## config.mk

```make
export PLATFORM = sky130hd
export DESIGN_NAME = esp3_frame_receiver
export DESIGN_NICKNAME = d
export VERILOG_FILES = /design/src/e3r_pkg.sv /design/src/esp3_frame_receiver.sv /design/src/e3r_crc8.sv /design/src/e3r_frame_track.sv /design/src/e3r_out_reg.sv
export SDC_FILE = /design/constraint.sdc
export NUM_CORES = 1
export LEC_CHECK = 0
export BUFFER_PORTS_ARGS = -buffer_cell sky130_fd_sc_hd__buf_2
export CAP_MARGIN = 10
export CORE_MARGIN = 4
export CORE_UTILIZATION = 55
export CTS_CLUSTER_SIZE = 14
export DETAILED_ROUTE_END_ITERATION = 8
export PLACE_DENSITY = 0.81
export SETUP_SLACK_MARGIN = 0.5
export SLEW_MARGIN = 20
export SYNTH_ARGS = -nofsm -noshare
export SYNTH_HDL_FRONTEND = slang
export SYNTH_SLANG_ARGS = --single-unit
export TNS_END_PERCENT = 1
```

## constraint.sdc

```tcl
create_clock -name i_clk -period 4.2 [get_ports i_clk]
set_input_delay 0.42 -clock i_clk [delete_from_list [all_inputs] [get_ports i_clk]]
set_output_delay 0.42 -clock i_clk [all_outputs]
set_load 0.03 [all_outputs]
```

## src/e3r_pkg.sv

```systemverilog
// Package for the serial frame receiver: request types, event codes and
// framing constants. Depends on nothing.
`default_nettype none
package e3r_pkg;

    localparam int unsigned POS_W = 17;
    localparam int unsigned CRC_W = 8;

    localparam logic [7:0]       SYNC_BYTE      = 8'h55;
    localparam logic [7:0]       CRC_POLY_RESET = 8'h07;
    localparam logic [POS_W-1:0] HDR_CRC_POS    = POS_W'(5);
    localparam logic [POS_W-1:0] LAST_LEN_POS   = POS_W'(3);
    localparam logic [POS_W-1:0] FRAME_OVERHEAD = POS_W'(7);

    typedef enum logic [2:0] {
        EV_BYTE     = 3'd0,
        EV_GOOD     = 3'd1,
        EV_HDR_CRC  = 3'd2,
        EV_ZERO_LEN = 3'd3,
        EV_DATA_CRC = 3'd4,
        EV_ABORT    = 3'd5
    } t_event;

    typedef struct packed {
        logic       func;
        logic [7:0] rx_byte;
    } t_in_item;

    typedef struct packed {
        logic [7:0]       frame_byte;
        logic [POS_W-1:0] byte_position;
        logic [2:0]       event_res;
    } t_out_item;

    typedef struct packed {
        logic hunting;
        logic header_done;
    } t_frame_status;

endpackage
`default_nettype wire

```

## src/esp3_frame_receiver.sv

```systemverilog
// Serial frame receiver. Results are registered: a result appears in the
// cycle after its request is accepted. Throughput: one request per cycle
// when not stalled; frame state and CRC update are combinational. Requests
// stall only while the result register is full and not drained. Synchronous
// active-low reset returns to sync hunt and sets the polynomial to 0x07.
// Depends on e3r_pkg, e3r_frame_track, e3r_out_reg.
`default_nettype none
module esp3_frame_receiver (
    input  wire logic               i_clk,
    input  wire logic               i_rst_n,
    input  wire logic               i_valid,
    output logic                    o_ready,
    input  wire e3r_pkg::t_in_item  i_in,
    output logic                    o_valid,
    input  wire logic               i_ready,
    output e3r_pkg::t_out_item      o_out,
    input  wire logic               i_cfg_we,
    input  wire logic [7:0]         i_cfg_data
);
    import e3r_pkg::*;

    logic [7:0]    r_poly_q;
    logic          accept;
    logic          has_result;
    logic          can_load;
    t_out_item     result;
    t_frame_status status;

    // polynomial register
    always_ff @(posedge i_clk) begin
        if (!i_rst_n) begin
            r_poly_q <= CRC_POLY_RESET;
        end else if (i_cfg_we) begin
            r_poly_q <= i_cfg_data;
        end
    end

    assign o_ready = can_load;
    assign accept  = i_valid && o_ready;

    e3r_frame_track u_track (
        .i_clk        (i_clk),
        .i_rst_n      (i_rst_n),
        .i_accept     (accept),
        .i_item       (i_in),
        .i_poly       (r_poly_q),
        .o_has_result (has_result),
        .o_result     (result),
        .o_status     (status)
    );

    e3r_out_reg u_out (
        .i_clk      (i_clk),
        .i_rst_n    (i_rst_n),
        .i_load     (accept && has_result),
        .i_data     (result),
        .i_ready    (i_ready),
        .o_valid    (o_valid),
        .o_data     (o_out),
        .o_can_load (can_load)
    );

`ifndef SYNTHESIS
    // a held result blocks new requests
    a_stall_blocks: assert property (@(posedge i_clk) disable iff (!i_rst_n)
        o_valid && !i_ready |-> !o_ready)
        else $error("request taken while result stalled");

    // an abort always leaves the receiver hunting
    a_abort_hunts: assert property (@(posedge i_clk) disable iff (!i_rst_n)
        accept && i_in.func |=> status.hunting && !status.header_done)
        else $error("abort did not return to hunt");

    // abort results carry a zero byte
    a_abort_zero: assert property (@(posedge i_clk) disable iff (!i_rst_n)
        o_valid && o_out.event_res == EV_ABORT |-> o_out.frame_byte == 8'h00)
        else $error("abort result with nonzero byte");

    // the first byte of a frame is the sync byte
    a_sync_first: assert property (@(posedge i_clk) disable iff (!i_rst_n)
        o_valid && o_out.byte_position == '0 |->
            o_out.frame_byte == SYNC_BYTE && o_out.event_res == EV_BYTE)
        else $error("frame start without sync byte");
`endif

endmodule
`default_nettype wire

```

## src/e3r_crc8.sv

```systemverilog
// CRC-8 byte update, MSB first, settable polynomial.
// Depends on e3r_pkg.
`default_nettype none
module e3r_crc8 (
    input  wire logic [e3r_pkg::CRC_W-1:0] i_crc,
    input  wire logic [7:0]                i_data,
    input  wire logic [e3r_pkg::CRC_W-1:0] i_poly,
    output logic      [e3r_pkg::CRC_W-1:0] o_crc
);
    import e3r_pkg::*;

    // eight shift steps over the byte
    always_comb begin
        logic [CRC_W-1:0] c;
        c = i_crc ^ i_data;
        for (int i = 0; i < 8; i++) begin
            if (c[CRC_W-1]) begin
                c = {c[CRC_W-2:0], 1'b0} ^ i_poly;
            end else begin
                c = {c[CRC_W-2:0], 1'b0};
            end
        end
        o_crc = c;
    end

endmodule
`default_nettype wire

```

## src/e3r_frame_track.sv

```systemverilog
// Frame tracking state: sync hunt, header collection, CRC checks and
// the result for each accepted request. Depends on e3r_pkg, e3r_crc8.
`default_nettype none
module e3r_frame_track (
    input  wire logic                  i_clk,
    input  wire logic                  i_rst_n,
    input  wire logic                  i_accept,
    input  wire e3r_pkg::t_in_item     i_item,
    input  wire logic [7:0]            i_poly,
    output logic                       o_has_result,
    output e3r_pkg::t_out_item         o_result,
    output e3r_pkg::t_frame_status     o_status
);
    import e3r_pkg::*;

    logic [POS_W-1:0] r_byte_count, n_byte_count;
    logic [POS_W-1:0] r_expected,   n_expected;
    logic [23:0]      r_len_fields, n_len_fields;
    logic [CRC_W-1:0] r_crc,        n_crc;
    logic [CRC_W-1:0] crc_next;
    logic [POS_W-1:0] total;
    logic [POS_W:0]   pos_plus1;
    logic             hunting;

    e3r_crc8 u_crc (
        .i_crc  (r_crc),
        .i_data (i_item.rx_byte),
        .i_poly (i_poly),
        .o_crc  (crc_next)
    );

    assign hunting   = (r_byte_count == '0);
    assign total     = POS_W'(r_len_fields[23:8]) + POS_W'(r_len_fields[7:0]);
    assign pos_plus1 = {1'b0, r_byte_count} + (POS_W+1)'(1);

    // next state and result for this request
    always_comb begin
        n_byte_count = r_byte_count;
        n_expected   = r_expected;
        n_len_fields = r_len_fields;
        n_crc        = r_crc;
        o_has_result = 1'b0;
        o_result.frame_byte    = i_item.rx_byte;
        o_result.byte_position = r_byte_count;
        o_result.event_res     = EV_BYTE;
        if (i_accept) begin
            if (i_item.func) begin
                // abort: only reported inside a frame
                if (!hunting) begin
                    o_has_result       = 1'b1;
                    o_result.frame_byte = '0;
                    o_result.event_res = EV_ABORT;
                    n_byte_count = '0;
                    n_expected   = '0;
                    n_len_fields = '0;
                    n_crc        = '0;
                end
            end else if (!hunting || i_item.rx_byte == SYNC_BYTE) begin
                o_has_result = 1'b1;
                n_byte_count = r_byte_count + POS_W'(1);
                if (hunting) begin
                    n_crc        = '0;
                    n_len_fields = '0;
                    n_expected   = '0;
                end else if (r_expected == '0) begin
                    if (r_byte_count < HDR_CRC_POS) begin
                        if (r_byte_count <= LAST_LEN_POS) begin
                            n_len_fields = {r_len_fields[15:0], i_item.rx_byte};
                        end
                        n_crc = crc_next;
                    end else if (r_crc != i_item.rx_byte) begin
                        o_result.event_res = EV_HDR_CRC;
                        n_byte_count = '0;
                        n_expected   = '0;
                        n_len_fields = '0;
                        n_crc        = '0;
                    end else if (total == '0) begin
                        o_result.event_res = EV_ZERO_LEN;
                        n_byte_count = '0;
                        n_expected   = '0;
                        n_len_fields = '0;
                        n_crc        = '0;
                    end else begin
                        n_expected = total + FRAME_OVERHEAD;
                        n_crc      = '0;
                    end
                end else if (pos_plus1 < {1'b0, r_expected}) begin
                    n_crc = crc_next;
                end else begin
                    // last byte: data CRC
                    o_result.event_res = (r_crc == i_item.rx_byte) ? EV_GOOD : EV_DATA_CRC;
                    n_byte_count = '0;
                    n_expected   = '0;
                    n_len_fields = '0;
                    n_crc        = '0;
                end
            end
        end
    end

    // state registers
    always_ff @(posedge i_clk) begin
        if (!i_rst_n) begin
            r_byte_count <= '0;
            r_expected   <= '0;
            r_len_fields <= '0;
            r_crc        <= '0;
        end else begin
            r_byte_count <= n_byte_count;
            r_expected   <= n_expected;
            r_len_fields <= n_len_fields;
            r_crc        <= n_crc;
        end
    end

    assign o_status.hunting     = hunting;
    assign o_status.header_done = (r_expected != '0);

endmodule
`default_nettype wire

```

## src/e3r_out_reg.sv

```systemverilog
// Result register with valid/ready handshake toward the consumer.
// Depends on e3r_pkg.
`default_nettype none
module e3r_out_reg (
    input  wire logic               i_clk,
    input  wire logic               i_rst_n,
    input  wire logic               i_load,
    input  wire e3r_pkg::t_out_item i_data,
    input  wire logic               i_ready,
    output logic                    o_valid,
    output e3r_pkg::t_out_item      o_data,
    output logic                    o_can_load
);
    import e3r_pkg::*;

    logic      r_valid;
    t_out_item r_data;

    // free when empty or being drained this cycle
    assign o_can_load = !r_valid || i_ready;

    always_ff @(posedge i_clk) begin
        if (!i_rst_n) begin
            r_valid <= 1'b0;
        end else if (i_load) begin
            r_valid <= 1'b1;
        end else if (i_ready) begin
            r_valid <= 1'b0;
        end
    end

    always_ff @(posedge i_clk) begin
        if (i_load) begin
            r_data <= i_data;
        end
    end

    assign o_valid = r_valid;
    assign o_data  = r_data;

endmodule
`default_nettype wire

```

# After elaboration in Yosys (flattened, before gate mapping)
# Index checks and enable logic that the tools add are counted.
# Widths: inputs -> output; s select.
# classes
n_mux	61
magnitude_cmp	3
n_eq_ne	8
n_addsub	4
n_reduce_logical	14
n_bitwise	9
# op_table
cell	n
$mux 17	17
$mux 24	10
$mux 8	18
$xor 8x8->8	9
$logic_not 17->1	3
$mux 3	9
$add 17x1->18 const B	1
$lt 18x17->1	1
$add 16x8->17	1
$add 17x1->17 const B	1
$add 17x3->17 const B	1
$le 17x2->1 const B	1
$lt 17x3->1 const B	1
$eq 8x7->1 const B	1
$eq 8x8->1	1
$ne 8x8->1	1
$mux 1	6
$ne 6x5->1 const B	1
$reduce_and 6->1	1
$ne 5x4->1 const B	1
$reduce_and 5->1	1
$ne 4x2->1 const B	1
$ne 4x3->1 const B	1
$reduce_bool 2->1	2
other kinds (6)	9
# totals
output_inout_bits	30
word_cells	108
ff_bits	103

# Logic depth before layout (Yosys ltp)
# Gate-level depths: netlist of run 1.
# depth
ltp_word	22
ltp_mapped	23
ltp_nobuf	20

# Hierarchy
# A second synthesis of run 1 with hierarchy kept.
# hier_totals
cells_unflattened	844
hier_area_um2	7254.5
# by_module_without_submodules
mod	seq_area_each_um2	cells_each	area_each_um2	instances
e3r_frame_track	1321.3	588	4595.7	1
e3r_crc8	0.0	197	1462.7	1
e3r_out_reg	860.8	32	889.6	1
esp3_frame_receiver	160.2	27	306.5	1

# Least setup slack after synthesis of run 1
# No wires, ideal clock.
# synth_path
path_kind	reg2reg
start	register u_track.r_byte_count[0]
end	register u_track.r_expected[6]
path_stages_with_launch	21
n_path_buf	2
slack_ns	0.069
required_time_ns	4.135
t_arrival_ns	4.066
path_cell_list	dfxtp_1 -> ha_1 -> and3_1 -> and3_1 -> and3_1 -> and3_1 -> nand3_1 -> nor2_1 -> nand3_1 -> xnor2_1 -> ha_1 -> nand3_1 -> nor3_1 -> o21ai_0 -> a31oi_1 -> o21ai_1 -> or4b_1 -> clkbuf_1 -> clkbuf_1 -> a2bb2oi_1 -> nor2_1
# synth_between
elab_chain_cells	5
elab_cells_between_ends	14
# synth_lines
item	line	rtl
from (decl)	e3r_frame_track.sv:16	logic [POS_W-1:0] r_byte_count, n_byte_count;
from (signal assigned)	e3r_frame_track.sv:109	r_byte_count <= n_byte_count;
parallel branches: the longest is 5 deep, another holds $add 17x1->18	--	
to (signal assigned)	e3r_frame_track.sv:110	r_expected <= n_expected;
to (decl)	e3r_frame_track.sv:17	logic [POS_W-1:0] r_expected, n_expected;
# Parallel ways; which one is timed is not known. The select of a mux whose other input is x is not followed.
# A chain may end at the register's enable or synchronous reset.

# Worst setup path in the final report of run 1
# layout_path
start	register u_track.r_byte_count[0]
end	register u_track.r_byte_count[2]
# layout_between
elab_chain_cells	8
elab_cells_between_ends	18
# layout_lines
item
parallel branches: the longest is 8 deep, another holds $add 17x1->18
# Parallel ways; which one is timed is not known. The select of a mux whose other input is x is not followed.

==> impl_summary.log, run 1 <==
INFO  metric netlist.area_leader.share = 22.1%
INFO  metric instances_no_fill = 1032
INFO  metric first_pass_grt_wire_length = 26600 um
INFO  metric yosysUniqueCellTypes = 70
INFO  metric final.setup_skew = 0.00772 ns
INFO  metric via_per_inst = 5.91
INFO  metric fillcell_total = 973
INFO  metric via_count_of_the_first_global_routing_pass = 5441
INFO  metric synth_seq_area_share = 34.5%
INFO  metric clock_tree.root_cell = sky130_fd_sc_hd__clkbuf_16
INFO  metric start_kind = register
INFO  metric cp_max_fo = 8
INFO  metric finalCriticalPeriod = 3.84 ns
INFO  metric globalRouteMet2Util = 37.4%
INFO  metric finalWirelength = 16700 um
INFO  metric setup_tns = 0 ns
INFO  metric dp_hpwl = 11400 um
INFO  metric worst_path_max_delay_cell = sky130_fd_sc_hd__or3_4
INFO  metric max_freq = 261 MHz
INFO  metric irDropWorstVdd = 0.201 mV
INFO  metric min_path_type = in2reg
INFO  metric clock_latency = 0.35 ns
INFO  metric synth.net_count = 859
INFO  metric rows = 40
INFO  metric drt-pass1-iter-count = 5
INFO  metric areaGrowthSynthToFinish = 16.6%
INFO  metric crit_required = 4.49 ns
INFO  metric layout.area.seq = 2360 um^2
INFO  metric synthMostInstantiatedCell = sky130_fd_sc_hd__nand2_1
INFO  metric floorplan.io_pins = 52
INFO  metric critical-path-max-stage-delay = 0.41 ns
INFO  metric synth-warning-count = 0
INFO  metric arrival_time_at_the_worst_endpoint = 4.13 ns
INFO  metric p_comb_share = 18.3%
INFO  metric route.detailed.drc = 0
INFO  metric synth.area.top_cells = sky130_fd_sc_hd__dfxtp_1, sky130_fd_sc_hd__edfxtp_1, sky130_fd_sc_hd__xnor2_1
INFO  metric diodes = 0
INFO  metric clock_share_of_power = 35.6%
INFO  metric ys.flop_type = sky130_fd_sc_hd__dfxtp_1
INFO  metric timing_hold_violations_final = 0
INFO  metric mappedNetlistArea = 6790 um^2
INFO  metric switchingPower = 0.615 mW
INFO  metric clock_tree.buffer_depth = 2
INFO  metric tightest_slew = 0.930 ns
INFO  metric clk_transition_reported_paths = 0.07 ns
INFO  metric ratio_of_cells_with_drive_above_1_in_the_final_layout = 18.6%
INFO  metric chipHeight = 119 um
INFO  metric clock_tree_from_tritoncts = done
INFO  metric postSynthCellCount = 809
INFO  metric port_buffers = 51
INFO  metric p_total = 2.23 mW
INFO  metric cts-buffers-inserted = 9
INFO  metric wl_per_cell = 16.2 um
INFO  metric hold-worst-slack = 0.281 ns
INFO  metric synth_enable_flop_cells = 28
INFO  metric power.sequential.fraction = 46.1%
INFO  metric core_area = 12100 um^2
INFO  metric initial_standard_cell_utilization_of_the_core = 56.3%
INFO  metric drtIter0Drc = 610
INFO  metric grt-busiest-layer = met2
INFO  metric final_max_slew_viol_count = 0
INFO  metric slew-limit-headroom = 37.8%
INFO  metric overflow = 0
INFO  metric status = finished, final reports clean
INFO  metric crit_top_cell = sky130_fd_sc_hd__and3_4
INFO  metric grt_max_degree = 56
INFO  metric routabilityCongestion = 0.933
INFO  metric num_vias = 6094
INFO  metric post_synth_most_frequent_cells = sky130_fd_sc_hd__nand2_1, sky130_fd_sc_hd__dfxtp_1, sky130_fd_sc_hd__xnor2_1
INFO  metric power.internal = 1.62 mW
INFO  metric worstSetupEndpointType = register
INFO  metric drt.antenna.violating_nets = 0
INFO  metric worstPathCellList = ha_4, and3_4, and3_4, and3_4, nand3_2, or3_4, xnor2_1, ha_1, a21o_1, a21oi_1, o221a_2, a21o_1, nor3b_4, a2bb2oi_4, nor2_2, a22o_1
INFO  metric number_of_antenna_violations_at_the_first_check_in_global_routing = 0
INFO  metric synth-seq-cells = 103
INFO  metric layout_worst_path_cycle_share = 91.3%
INFO  metric leak = 3.07 nW
INFO  metric synthDominantAreaCellType = sky130_fd_sc_hd__dfxtp_1
INFO  metric ratio_of_total_power_to_cell_area = 282 nW/um^2
INFO  metric final-setup-viol-count = 0
INFO  metric design.final.nets = 909
INFO  metric hold_buffers = 0
INFO  metric cts.sink_count = 103
INFO  metric drv_cap = 0
INFO  metric use_met1 = 30.7%
INFO  metric multiInputGateArea = 4390 um^2
INFO  metric synthArstFlopShare = 0%
INFO  metric switching_share = 27.6%
INFO  metric timing_worst_setup_path_type = reg2reg
INFO  metric h-tree-depth = 3
INFO  metric syn_area_per_cell = 8.40 um^2
INFO  metric gr-usage-met3 = 3.85%
INFO  metric die-area = 14200 um^2
INFO  metric die_width = 119 um
INFO  metric global_route.usage.total = 22.8%
INFO  metric setup_repair_after_global_routing_missed_its_margin = yes
INFO  metric place_inst = 997
## area by class of cell
class,count,share of cell area [%]
tap,168,2.65
timing repair buffer,88,7.12
sequential,103,29.7
multi-input combinational,623,55.4
clock buffer,11,3.06
clock inverter,5,0.427
inverter,34,1.61
## timing repair
item,CTS,global route
setup buffers,12,2
pin swaps,11,7
gates cloned,5,0
setup endpoints to repair,65,67
gates resized for setup,36,16
## through the flow
stage / utilization [%] / setup slack (ns) / instance area [um^2]
2_1_floorplan: - / 0.471 / 6890
3_3_place_gp: 60.5 / 0.101 / 7300
3_5_place_dp: 60.5 / 0.0397 / 7300
4_1_cts: 65.1 / 0.469 / 7850
5_1_grt: 65.7 / 0.238 / 7920
6_report: 65.7 / 0.365 / 7920
## cell usage in the layout (no fill, tap or decap), types with 28 or more instances in the layout
cell and n:
sky130_fd_sc_hd__a21oi_1 40, sky130_fd_sc_hd__edfxtp_1 28, sky130_fd_sc_hd__dfxtp_1 70, sky130_fd_sc_hd__xnor2_1 59, sky130_fd_sc_hd__nand3_1 51, sky130_fd_sc_hd__nor2_1 57
sky130_fd_sc_hd__nand2_1 81, sky130_fd_sc_hd__buf_2 51, sky130_fd_sc_hd__inv_1 31, sky130_fd_sc_hd__buf_4 31
## worst paths after layout
path | startpoint | end | slack [ns] | depth (start not counted)
setup reg to reg | u_track.r_byte_count[0] | u_track.r_byte_count[2] | 0.36 | 16
hold / removal | i_cfg_data[2] | r_poly_q[2] | 0.28 | 3
setup / recovery | u_track.r_byte_count[0] | u_track.r_byte_count[2] | 0.36 | 16
hold reg to reg | u_track.r_expected[15] | u_track.r_expected[15] | 0.48 | 2
## per-layer routing
layer	vias up	wire length [um]
met1	2885	7430
met5	-	0
li1	2973	-
met4	0	266
met3	29	1070
met2	207	7940
## registers in the layout (all words and copies together) (netlist names)
name,flops
u_out.o_valid,1
r_poly_q,8
u_track.r_expected,17
u_track.r_len_fields,24
u_track.r_crc,8
u_out.o_data,28
u_track.r_byte_count,17
## critical path: cells and delay by family, from the launching register on
kind	cells	cell delay, ns
xor gates and xnor gates	1	0.16
adders and majority gates	2	0.33
AOI/OAI and AO/OA	6	1.14
DFF	1	0.37
and+or+nand+nor	7	1.75
## kinds of logic (layout without fill, tap and decap cells)
group / count (synthesis) / in the layout / share of synthesized area, %
adder cells (fa/ha/maj): 28 / 28 / 5.27
flip-flops: 103 / 103 / 34.5
multiplexers: 10 / 10 / 1.47
buffers and inverters: 83 / 138 / 4.66
AND/OR/NAND/NOR: 322 / 322 / 23.7
AO/OA/AOI/OAI: 170 / 170 / 17.4
XOR/XNOR: 93 / 93 / 13.0
## power by group through the flow
| stage | registers (mW) | clock network [mW] | logic [mW] |
|---|---|---|---|
| 2_1_floorplan | 1.04 | 0 | 0.318 |
| 6_report | 1.03 | 0.795 | 0.408 |
| 3_5_place_dp | 1.05 | 0 | 0.387 |
| 3_3_place_gp | 1.05 | 0 | 0.383 |
| 5_1_grt | 1.03 | 0.847 | 0.440 |
| 4_1_cts | 1.03 | 0.804 | 0.396 |
(Power assumes the default switching activity.)
==> run 2, diff against run 1 <==
--- a/config.mk
+++ b/config.mk
@@ -5,7 +5,7 @@
 export SDC_FILE = /design/constraint.sdc
 export NUM_CORES = 1
 export LEC_CHECK = 0
-export BUFFER_PORTS_ARGS = -buffer_cell sky130_fd_sc_hd__buf_2
+export BUFFER_PORTS_ARGS = -buffer_cell sky130_fd_sc_hd__buf_4
 export CAP_MARGIN = 10
 export CORE_MARGIN = 4
 export CORE_UTILIZATION = 55
@@ -13,7 +13,7 @@
 export DETAILED_ROUTE_END_ITERATION = 8
 export PLACE_DENSITY = 0.81
 export SETUP_SLACK_MARGIN = 0.5
-export SLEW_MARGIN = 20
+export SLEW_MARGIN = 10
 export SYNTH_ARGS = -nofsm -noshare
 export SYNTH_HDL_FRONTEND = slang
 export SYNTH_SLANG_ARGS = --single-unit
==> impl_summary.log, run 2 (synthesis gave the netlist of run 1 again) <==
INFO  metric hold_buffers = 0 (unchanged)
INFO  metric tightest_slew = 0.908 ns (-0.0225 ns)
INFO  metric die_width = 119 um (unchanged)
INFO  metric finalWirelength = 17500 um (+4.5%)
INFO  metric areaGrowthSynthToFinish = 19.0%
INFO  metric start_kind = register
INFO  metric num_vias = 6237 (+2.3%)
INFO  metric clock_latency = 0.36 ns (about the same)
INFO  metric clock_tree.buffer_depth = 2 (unchanged)
INFO  metric min_path_cells = 3 (unchanged)
INFO  metric instances_no_fill = 1030 (-0.19%)
INFO  metric place_inst = 994 (-0.30%)
INFO  metric arrival_time_at_the_worst_endpoint = 4.07 ns (-0.06 ns)
INFO  metric drt.antenna.violating_nets = 0 (unchanged)
INFO  metric most_used_cells_in_the_layout_excluding_fill_and_tap_cells = sky130_fd_sc_hd__nand2_1, sky130_fd_sc_hd__buf_4, sky130_fd_sc_hd__dfxtp_1
INFO  metric wl_per_cell = 16.9 um (+4.7%)
INFO  metric layout_commonest_cell = sky130_fd_sc_hd__nand2_1
INFO  metric die-area = 14200 um^2 (unchanged)
INFO  metric fillcell_total = 952 (-2.2%)
INFO  metric dp_hpwl = 12000 um (+5.0%)
INFO  metric finalCriticalPeriod = 3.82 ns (-0.0192 ns)
INFO  metric clock_tree.root_cell = sky130_fd_sc_hd__clkbuf_16
INFO  metric final-setup-viol-count = 0 (unchanged)
INFO  metric port_buffers = 51 (unchanged)
INFO  metric route.detailed.drc = 0 (unchanged)
INFO  metric max_freq = 262 MHz (+0.50%)
INFO  metric slew-limit-headroom = 39.3% (+1.5 points)
INFO  metric via_count_of_the_first_global_routing_pass = 5845 (+7.4%)
INFO  metric timing_hold_violations_final = 0 (unchanged)
INFO  metric cp_max_fo = 5 (-3)
INFO  metric worstRegToRegCells = 19 (+3)
INFO  metric global_route.usage.total = 24.0% (+1.2 points)
INFO  metric capturing_point_of_the_worst_reg2reg_path = u_track.r_byte_count[6]
INFO  metric overflow = 0 (unchanged)
INFO  metric crit_required = 4.45 ns (-0.04 ns)
INFO  metric first_pass_grt_wire_length = 28300 um (+6.4%)
INFO  metric setup_repair_after_global_routing_missed_its_margin = yes
INFO  metric cts-buffers-inserted = 9 (unchanged)
INFO  metric hold_start = i_cfg_data[2]
INFO  metric status = finished, final reports clean
INFO  metric floorplan.io_pins = 52 (unchanged)
INFO  metric cts.sink_count = 103 (unchanged)
INFO  metric leak = 3.10 nW (+1.0%)
INFO  metric irDropWorstVdd = 0.213 mV (+5.9%)
INFO  metric diodes = 0 (unchanged)
INFO  metric clock_tree_from_tritoncts = done
INFO  metric drt-pass1-iter-count = 5 (unchanged)
INFO  metric layout_worst_path_cycle_share = 90.9% (-0.46 points)
INFO  metric via_per_inst = 6.06 (+2.5%)
INFO  metric timing_worst_setup_path_type = reg2reg
INFO  metric number_of_antenna_violations_at_the_first_check_in_global_routing = 0 (unchanged)
INFO  metric initial_standard_cell_utilization_of_the_core = 56.3% (unchanged)
INFO  metric rows = 40 (unchanged)
INFO  metric routabilityCongestion = 0.905 (-3.0%)
INFO  metric min_path_type = in2reg
INFO  metric drv_cap = 0 (unchanged)
INFO  metric final_max_slew_viol_count = 0 (unchanged)
INFO  metric hold_path_end = r_poly_q[2]
INFO  metric chipHeight = 119 um (unchanged)
INFO  metric worstReg2RegStart = u_track.r_byte_count[0]
INFO  metric core_area = 12100 um^2 (unchanged)
INFO  metric drtIter0Drc = 618 (+1.3%)
INFO  metric clk_transition_reported_paths = 0.07 ns (about the same)
INFO  metric ratio_of_total_power_to_cell_area = 279 nW/um^2 (-0.95%)
INFO  metric reg2reg_slack = 0.38 ns (+0.02 ns)
INFO  metric setup_tns = 0 ns (unchanged)
INFO  metric design.final.nets = 907 (-0.22%)
INFO  metric ratio_of_cells_with_drive_above_1_in_the_final_layout = 19.5% (+0.86 points)
INFO  metric grt_max_degree = 56 (unchanged)
INFO  metric final.setup_skew = 0.00730 ns (-0.000426 ns)
INFO  metric largest_register_ff_count = 28 (unchanged)
INFO  metric worstSetupEndpointType = register
INFO  metric h-tree-depth = 3 (unchanged)
run 2: per-layer routing:
metal	vias to the layer above	track usage, %	part of all wire [%]
li1	2975	-	-
met1	3002	31.4	44
met2	221	40.1	49
met3	39	4.94	5.1
met4	0	7.10	2.2
met5	-	0	0
run 2: worst max-delay path by stage:
stage | startpoint | to | slack (ns) | cells past startpoint
floorplan | u_track.r_byte_count[0] | u_track.r_expected[10] | 0.47 | 19
global route | u_track.r_byte_count[1] | u_track.r_byte_count[0] | 0.20 | 21
global placement | u_track.r_len_fields[0] | u_track.r_byte_count[12] | 0.21 | 15
CTS | u_track.r_byte_count[1] | u_track.r_byte_count[1] | 0.43 | 19
finish | u_track.r_byte_count[0] | u_track.r_byte_count[6] | 0.38 | 19
detailed placement | u_track.r_len_fields[0] | u_track.r_byte_count[12] | 0.07 | 15
run 2: worst max-delay path, cell delays in order, from the launching register on:
cell	delay, ns
sky130_fd_sc_hd__dfxtp_4	0.36
sky130_fd_sc_hd__ha_4	0.15
sky130_fd_sc_hd__and3_4	0.18
sky130_fd_sc_hd__and3_4	0.17
sky130_fd_sc_hd__and3_4	0.19
sky130_fd_sc_hd__and3_4	0.20
sky130_fd_sc_hd__nand3_4	0.11
sky130_fd_sc_hd__nor2_4	0.13
sky130_fd_sc_hd__nand3_2	0.11
sky130_fd_sc_hd__xnor2_2	0.18
sky130_fd_sc_hd__ha_1	0.32
sky130_fd_sc_hd__nand3_2	0.10
sky130_fd_sc_hd__nor3_2	0.14
sky130_fd_sc_hd__o21ai_1	0.16
sky130_fd_sc_hd__a21o_1	0.25
sky130_fd_sc_hd__a21oi_2	0.19
sky130_fd_sc_hd__a2bb2oi_4	0.24
sky130_fd_sc_hd__buf_2	0.22
sky130_fd_sc_hd__o31ai_1	0.08
sky130_fd_sc_hd__a22o_1	0.20
run 2: through the flow:
stage | util, % | hold slack, ns | power [mW] | worst slack (ns) | area, um^2
after floorplan | - | 0.406 | 1.36 | 0.471 | 6890
after global placement | 61.4 | 0.458 | 1.43 | 0.210 | 7400
after detailed placement | 61.4 | 0.459 | 1.44 | 0.0732 | 7400
after CTS | 65.2 | 0.271 | 2.26 | 0.433 | 7860
after global routing | 67.0 | 0.291 | 2.34 | 0.201 | 8080
final | 67.0 | 0.271 | 2.26 | 0.384 | 8080
run 2: layout make-up:
type	instances	area (um^2)	area share, %
timing repair buffer	84	652	8.06
sequential	103	2360	29.2
multi-input combinational	625	4460	55.1
inverter	34	128	1.58
clock buffer	9	225	2.79
clock inverter	7	55.1	0.681
tap	168	210	2.60
run 2: repair_timing:
action                                  in CTS  in global routing
pin swaps                                    6                 16
gates resized for setup                     28                 27
gates cloned                                 3                  2
hold endpoints to repair                     0                  0
endpoints found under the setup margin      66                 68
setup buffers                                4                 11
run 2: power breakdown:
group | switching (mW) | internal (mW) | total (mW)
sequential | 0.0113 | 1.02 | 1.03
combinational | 0.232 | 0.188 | 0.420
clock | 0.400 | 0.408 | 0.808
total | 0.643 | 1.61 | 2.26
==> run 3, diff against run 2 <==
--- a/config.mk
+++ b/config.mk
@@ -8,10 +8,10 @@
 export BUFFER_PORTS_ARGS = -buffer_cell sky130_fd_sc_hd__buf_4
 export CAP_MARGIN = 10
 export CORE_MARGIN = 4
-export CORE_UTILIZATION = 55
+export CORE_UTILIZATION = 39
 export CTS_CLUSTER_SIZE = 14
 export DETAILED_ROUTE_END_ITERATION = 8
-export PLACE_DENSITY = 0.81
+export PLACE_DENSITY = 0.62
 export SETUP_SLACK_MARGIN = 0.5
 export SLEW_MARGIN = 10
 export SYNTH_ARGS = -nofsm -noshare
==> impl_summary.log, run 3 (synthesis gave the netlist of run 1 again) <==
INFO  metric drt.antenna.violating_nets = 0 (unchanged)
INFO  metric initial_standard_cell_utilization_of_the_core = 40.4% (-16 points)
INFO  metric chipHeight = 140 um (+17%)
INFO  metric dp_hpwl = 12000 um (about the same)
INFO  metric leak = 3.17 nW (+2.3%)
INFO  metric via_count_of_the_first_global_routing_pass = 5456 (-6.7%)
INFO  metric setup_tns = 0 ns (unchanged)
INFO  metric diodes = 0 (unchanged)
INFO  metric summed_area_of_non_filler_cells_in_the_final_layout = 8250 um^2 (+2.1%)
INFO  metric global_route.usage.total = 17.5% (-6.5 points)
INFO  metric path_delay_family = simple AND/OR/NAND/NOR gates
INFO  metric crit_top_cell = sky130_fd_sc_hd__and3_4
INFO  metric port_buffers = 51 (unchanged)
INFO  metric ratio_of_cells_with_drive_above_1_in_the_final_layout = 20.6% (+1.1 points)
INFO  metric areaGrowthSynthToFinish = 21.5%
INFO  metric final-setup-viol-count = 0 (unchanged)
INFO  metric largest_register_ff_count = 28 (unchanged)
INFO  metric crit_required = 4.45 ns (about the same)
INFO  metric timing.critical_path.buf_inv = 1 (unchanged)
INFO  metric h-tree-depth = 3 (unchanged)
INFO  metric floorplan.io_pins = 52 (unchanged)
INFO  metric layout.area.seq = 2360 um^2 (unchanged)
INFO  metric grt_max_degree = 56 (unchanged)
INFO  metric core_area = 16800 um^2 (+39%)
INFO  metric min_path_type = in2reg
INFO  metric arrival_time_at_the_worst_endpoint = 4.00 ns (-0.07 ns)
INFO  metric drtIter0Drc = 414 (-33%)
INFO  metric clk_transition_reported_paths = 0.08 ns (about the same)
INFO  metric instances_no_fill = 1085 (+5.3%)
INFO  metric most_used_cells_in_the_layout_excluding_fill_and_tap_cells = sky130_fd_sc_hd__buf_4, sky130_fd_sc_hd__nand2_1, sky130_fd_sc_hd__dfxtp_1
INFO  metric worstPathCellList = ha_4, and3_4, and3_4, and3_4, and3_4, nand3_4, nor2_4, nand3_2, xnor2_2, ha_1, nand3_2, nor3_2, o21ai_2, a21o_1, a21oi_2, a2bb2oi_4, buf_2, o31ai_1, a22o_1
INFO  metric hold_buffers = 0 (unchanged)
INFO  metric die-area = 19600 um^2 (+38%)
INFO  metric worst_path_max_delay_cell = sky130_fd_sc_hd__dfxtp_4
INFO  metric first_pass_grt_wire_length = 28200 um (-0.44%)
INFO  metric irDropWorstVdd = 0.254 mV (+19%)
INFO  metric via_per_inst = 5.35 (-12%)
INFO  metric number_of_antenna_violations_at_the_first_check_in_global_routing = 0 (unchanged)
INFO  metric drv_cap = 0 (unchanged)
INFO  metric tightest_slew = 0.771 ns (-0.137 ns)
INFO  metric max_freq = 267 MHz (+1.9%)
INFO  metric route.detailed.drc = 0 (unchanged)
INFO  metric wl_per_cell = 15.8 um (-6.5%)
INFO  metric final.setup_skew = 0.0138 ns (+0.00654 ns)
INFO  metric clock_tree.root_cell = sky130_fd_sc_hd__clkbuf_16
INFO  metric critical-path-max-stage-delay = 0.37 ns (about the same)
INFO  metric multiInputGateArea = 4490 um^2 (+0.76%)
INFO  metric status = finished, final reports clean
INFO  metric layout_commonest_cell = sky130_fd_sc_hd__buf_4
INFO  metric worstSetupEndpointType = register
INFO  metric fillcell_total = 1610 (+69%)
INFO  metric timing_hold_violations_final = 0 (unchanged)
INFO  metric finalWirelength = 17200 um (-1.5%)
INFO  metric clock_tree.buffer_depth = 2 (unchanged)
INFO  metric final_max_slew_viol_count = 0 (unchanged)
INFO  metric design.final.nets = 910 (+0.33%)
INFO  metric ratio_of_total_power_to_cell_area = 289 nW/um^2 (+3.5%)
INFO  metric drt-pass1-iter-count = 5 (unchanged)
INFO  metric num_vias = 5809 (-6.9%)
INFO  metric cp_max_fo = 5 (unchanged)
INFO  metric overflow = 0 (unchanged)
INFO  metric place_inst = 1052 (+5.8%)
INFO  metric die_width = 140 um (+17%)
INFO  metric start_kind = register
INFO  metric cts.sink_count = 103 (unchanged)
INFO  metric clock_latency = 0.36 ns (about the same)
INFO  metric rows = 47 (+18%)
INFO  metric slew-limit-headroom = 48.1% (+8.9 points)
INFO  metric setup_repair_after_global_routing_missed_its_margin = yes
INFO  metric layout_worst_path_cycle_share = 89.1% (-1.7 points)
INFO  metric timing_worst_setup_path_type = reg2reg
INFO  metric cts-buffers-inserted = 9 (unchanged)
INFO  metric finalCriticalPeriod = 3.74 ns (-0.0726 ns)
INFO  metric clock_tree_from_tritoncts = done
INFO  metric routabilityCongestion = 0.855 (-5.5%)
INFO  metric dpl-instance-area = 7510 um^2 (+1.5%)
[run 3: layout make-up]
| type | instances | area share [%] |
|---|---|---|
| clock buffer | 10 | 2.77 |
| clock inverter | 6 | 0.925 |
| inverter | 34 | 1.58 |
| multi-input combinational | 623 | 54.4 |
| sequential | 103 | 28.6 |
| tap | 220 | 3.34 |
| timing repair buffer | 89 | 8.40 |
[run 3: timing repair]
item | in CTS | in global routing
hold endpoints to repair | 0 | 0
resized for setup | 38 | 31
cloned | 4 | 1
endpoints found under the setup margin | 66 | 68
pin swaps | 16 | 12
setup buffers | 8 | 4
[run 3: layer usage]
metal,GRT usage (%),up-vias,wire [um]
met5,0,-,0
met4,5.35,0,325
met3,3.03,22,728
met2,27.8,127,7850
met1,24.4,2694,8280
li1,-,2966,-
[run 3: stage by stage]
step	setup slack, ns	util (%)	power [mW]	hold WS, ns
5_1_grt	0.309	49.1	2.49	0.286
2_1_floorplan	0.471	-	1.36	0.406
4_1_cts	0.478	48.0	2.35	0.268
3_3_place_gp	0.213	44.7	1.48	0.452
6_report	0.456	49.1	2.38	0.275
3_5_place_dp	0.131	44.7	1.47	0.459
[run 3: tightest hold or removal path, delay by kind of cell]
family        cells  cell delay, ns
buf+inv           1            0.08
mux               1            0.06
simple gates      1            0.06
[run 3: where the power goes]
group	switching (mW)	leakage [nW]	internal [mW]
clock network	0.398	0.150	0.473
registers	0.00992	0.870	1.02
logic	0.262	2.15	0.223
total	0.670	3.17	1.71
[run 3: path summary, 6_finish.rpt]
path                            from                       to  slack [ns]  cells past startpoint
max          u_track.r_byte_count[0]  u_track.r_byte_count[5]        0.46                     19
min                    i_cfg_data[2]              r_poly_q[2]        0.28                      3
max reg2reg  u_track.r_byte_count[0]  u_track.r_byte_count[5]        0.46                     19
min reg2reg         u_track.r_crc[3]         u_track.r_crc[3]        0.47                      2
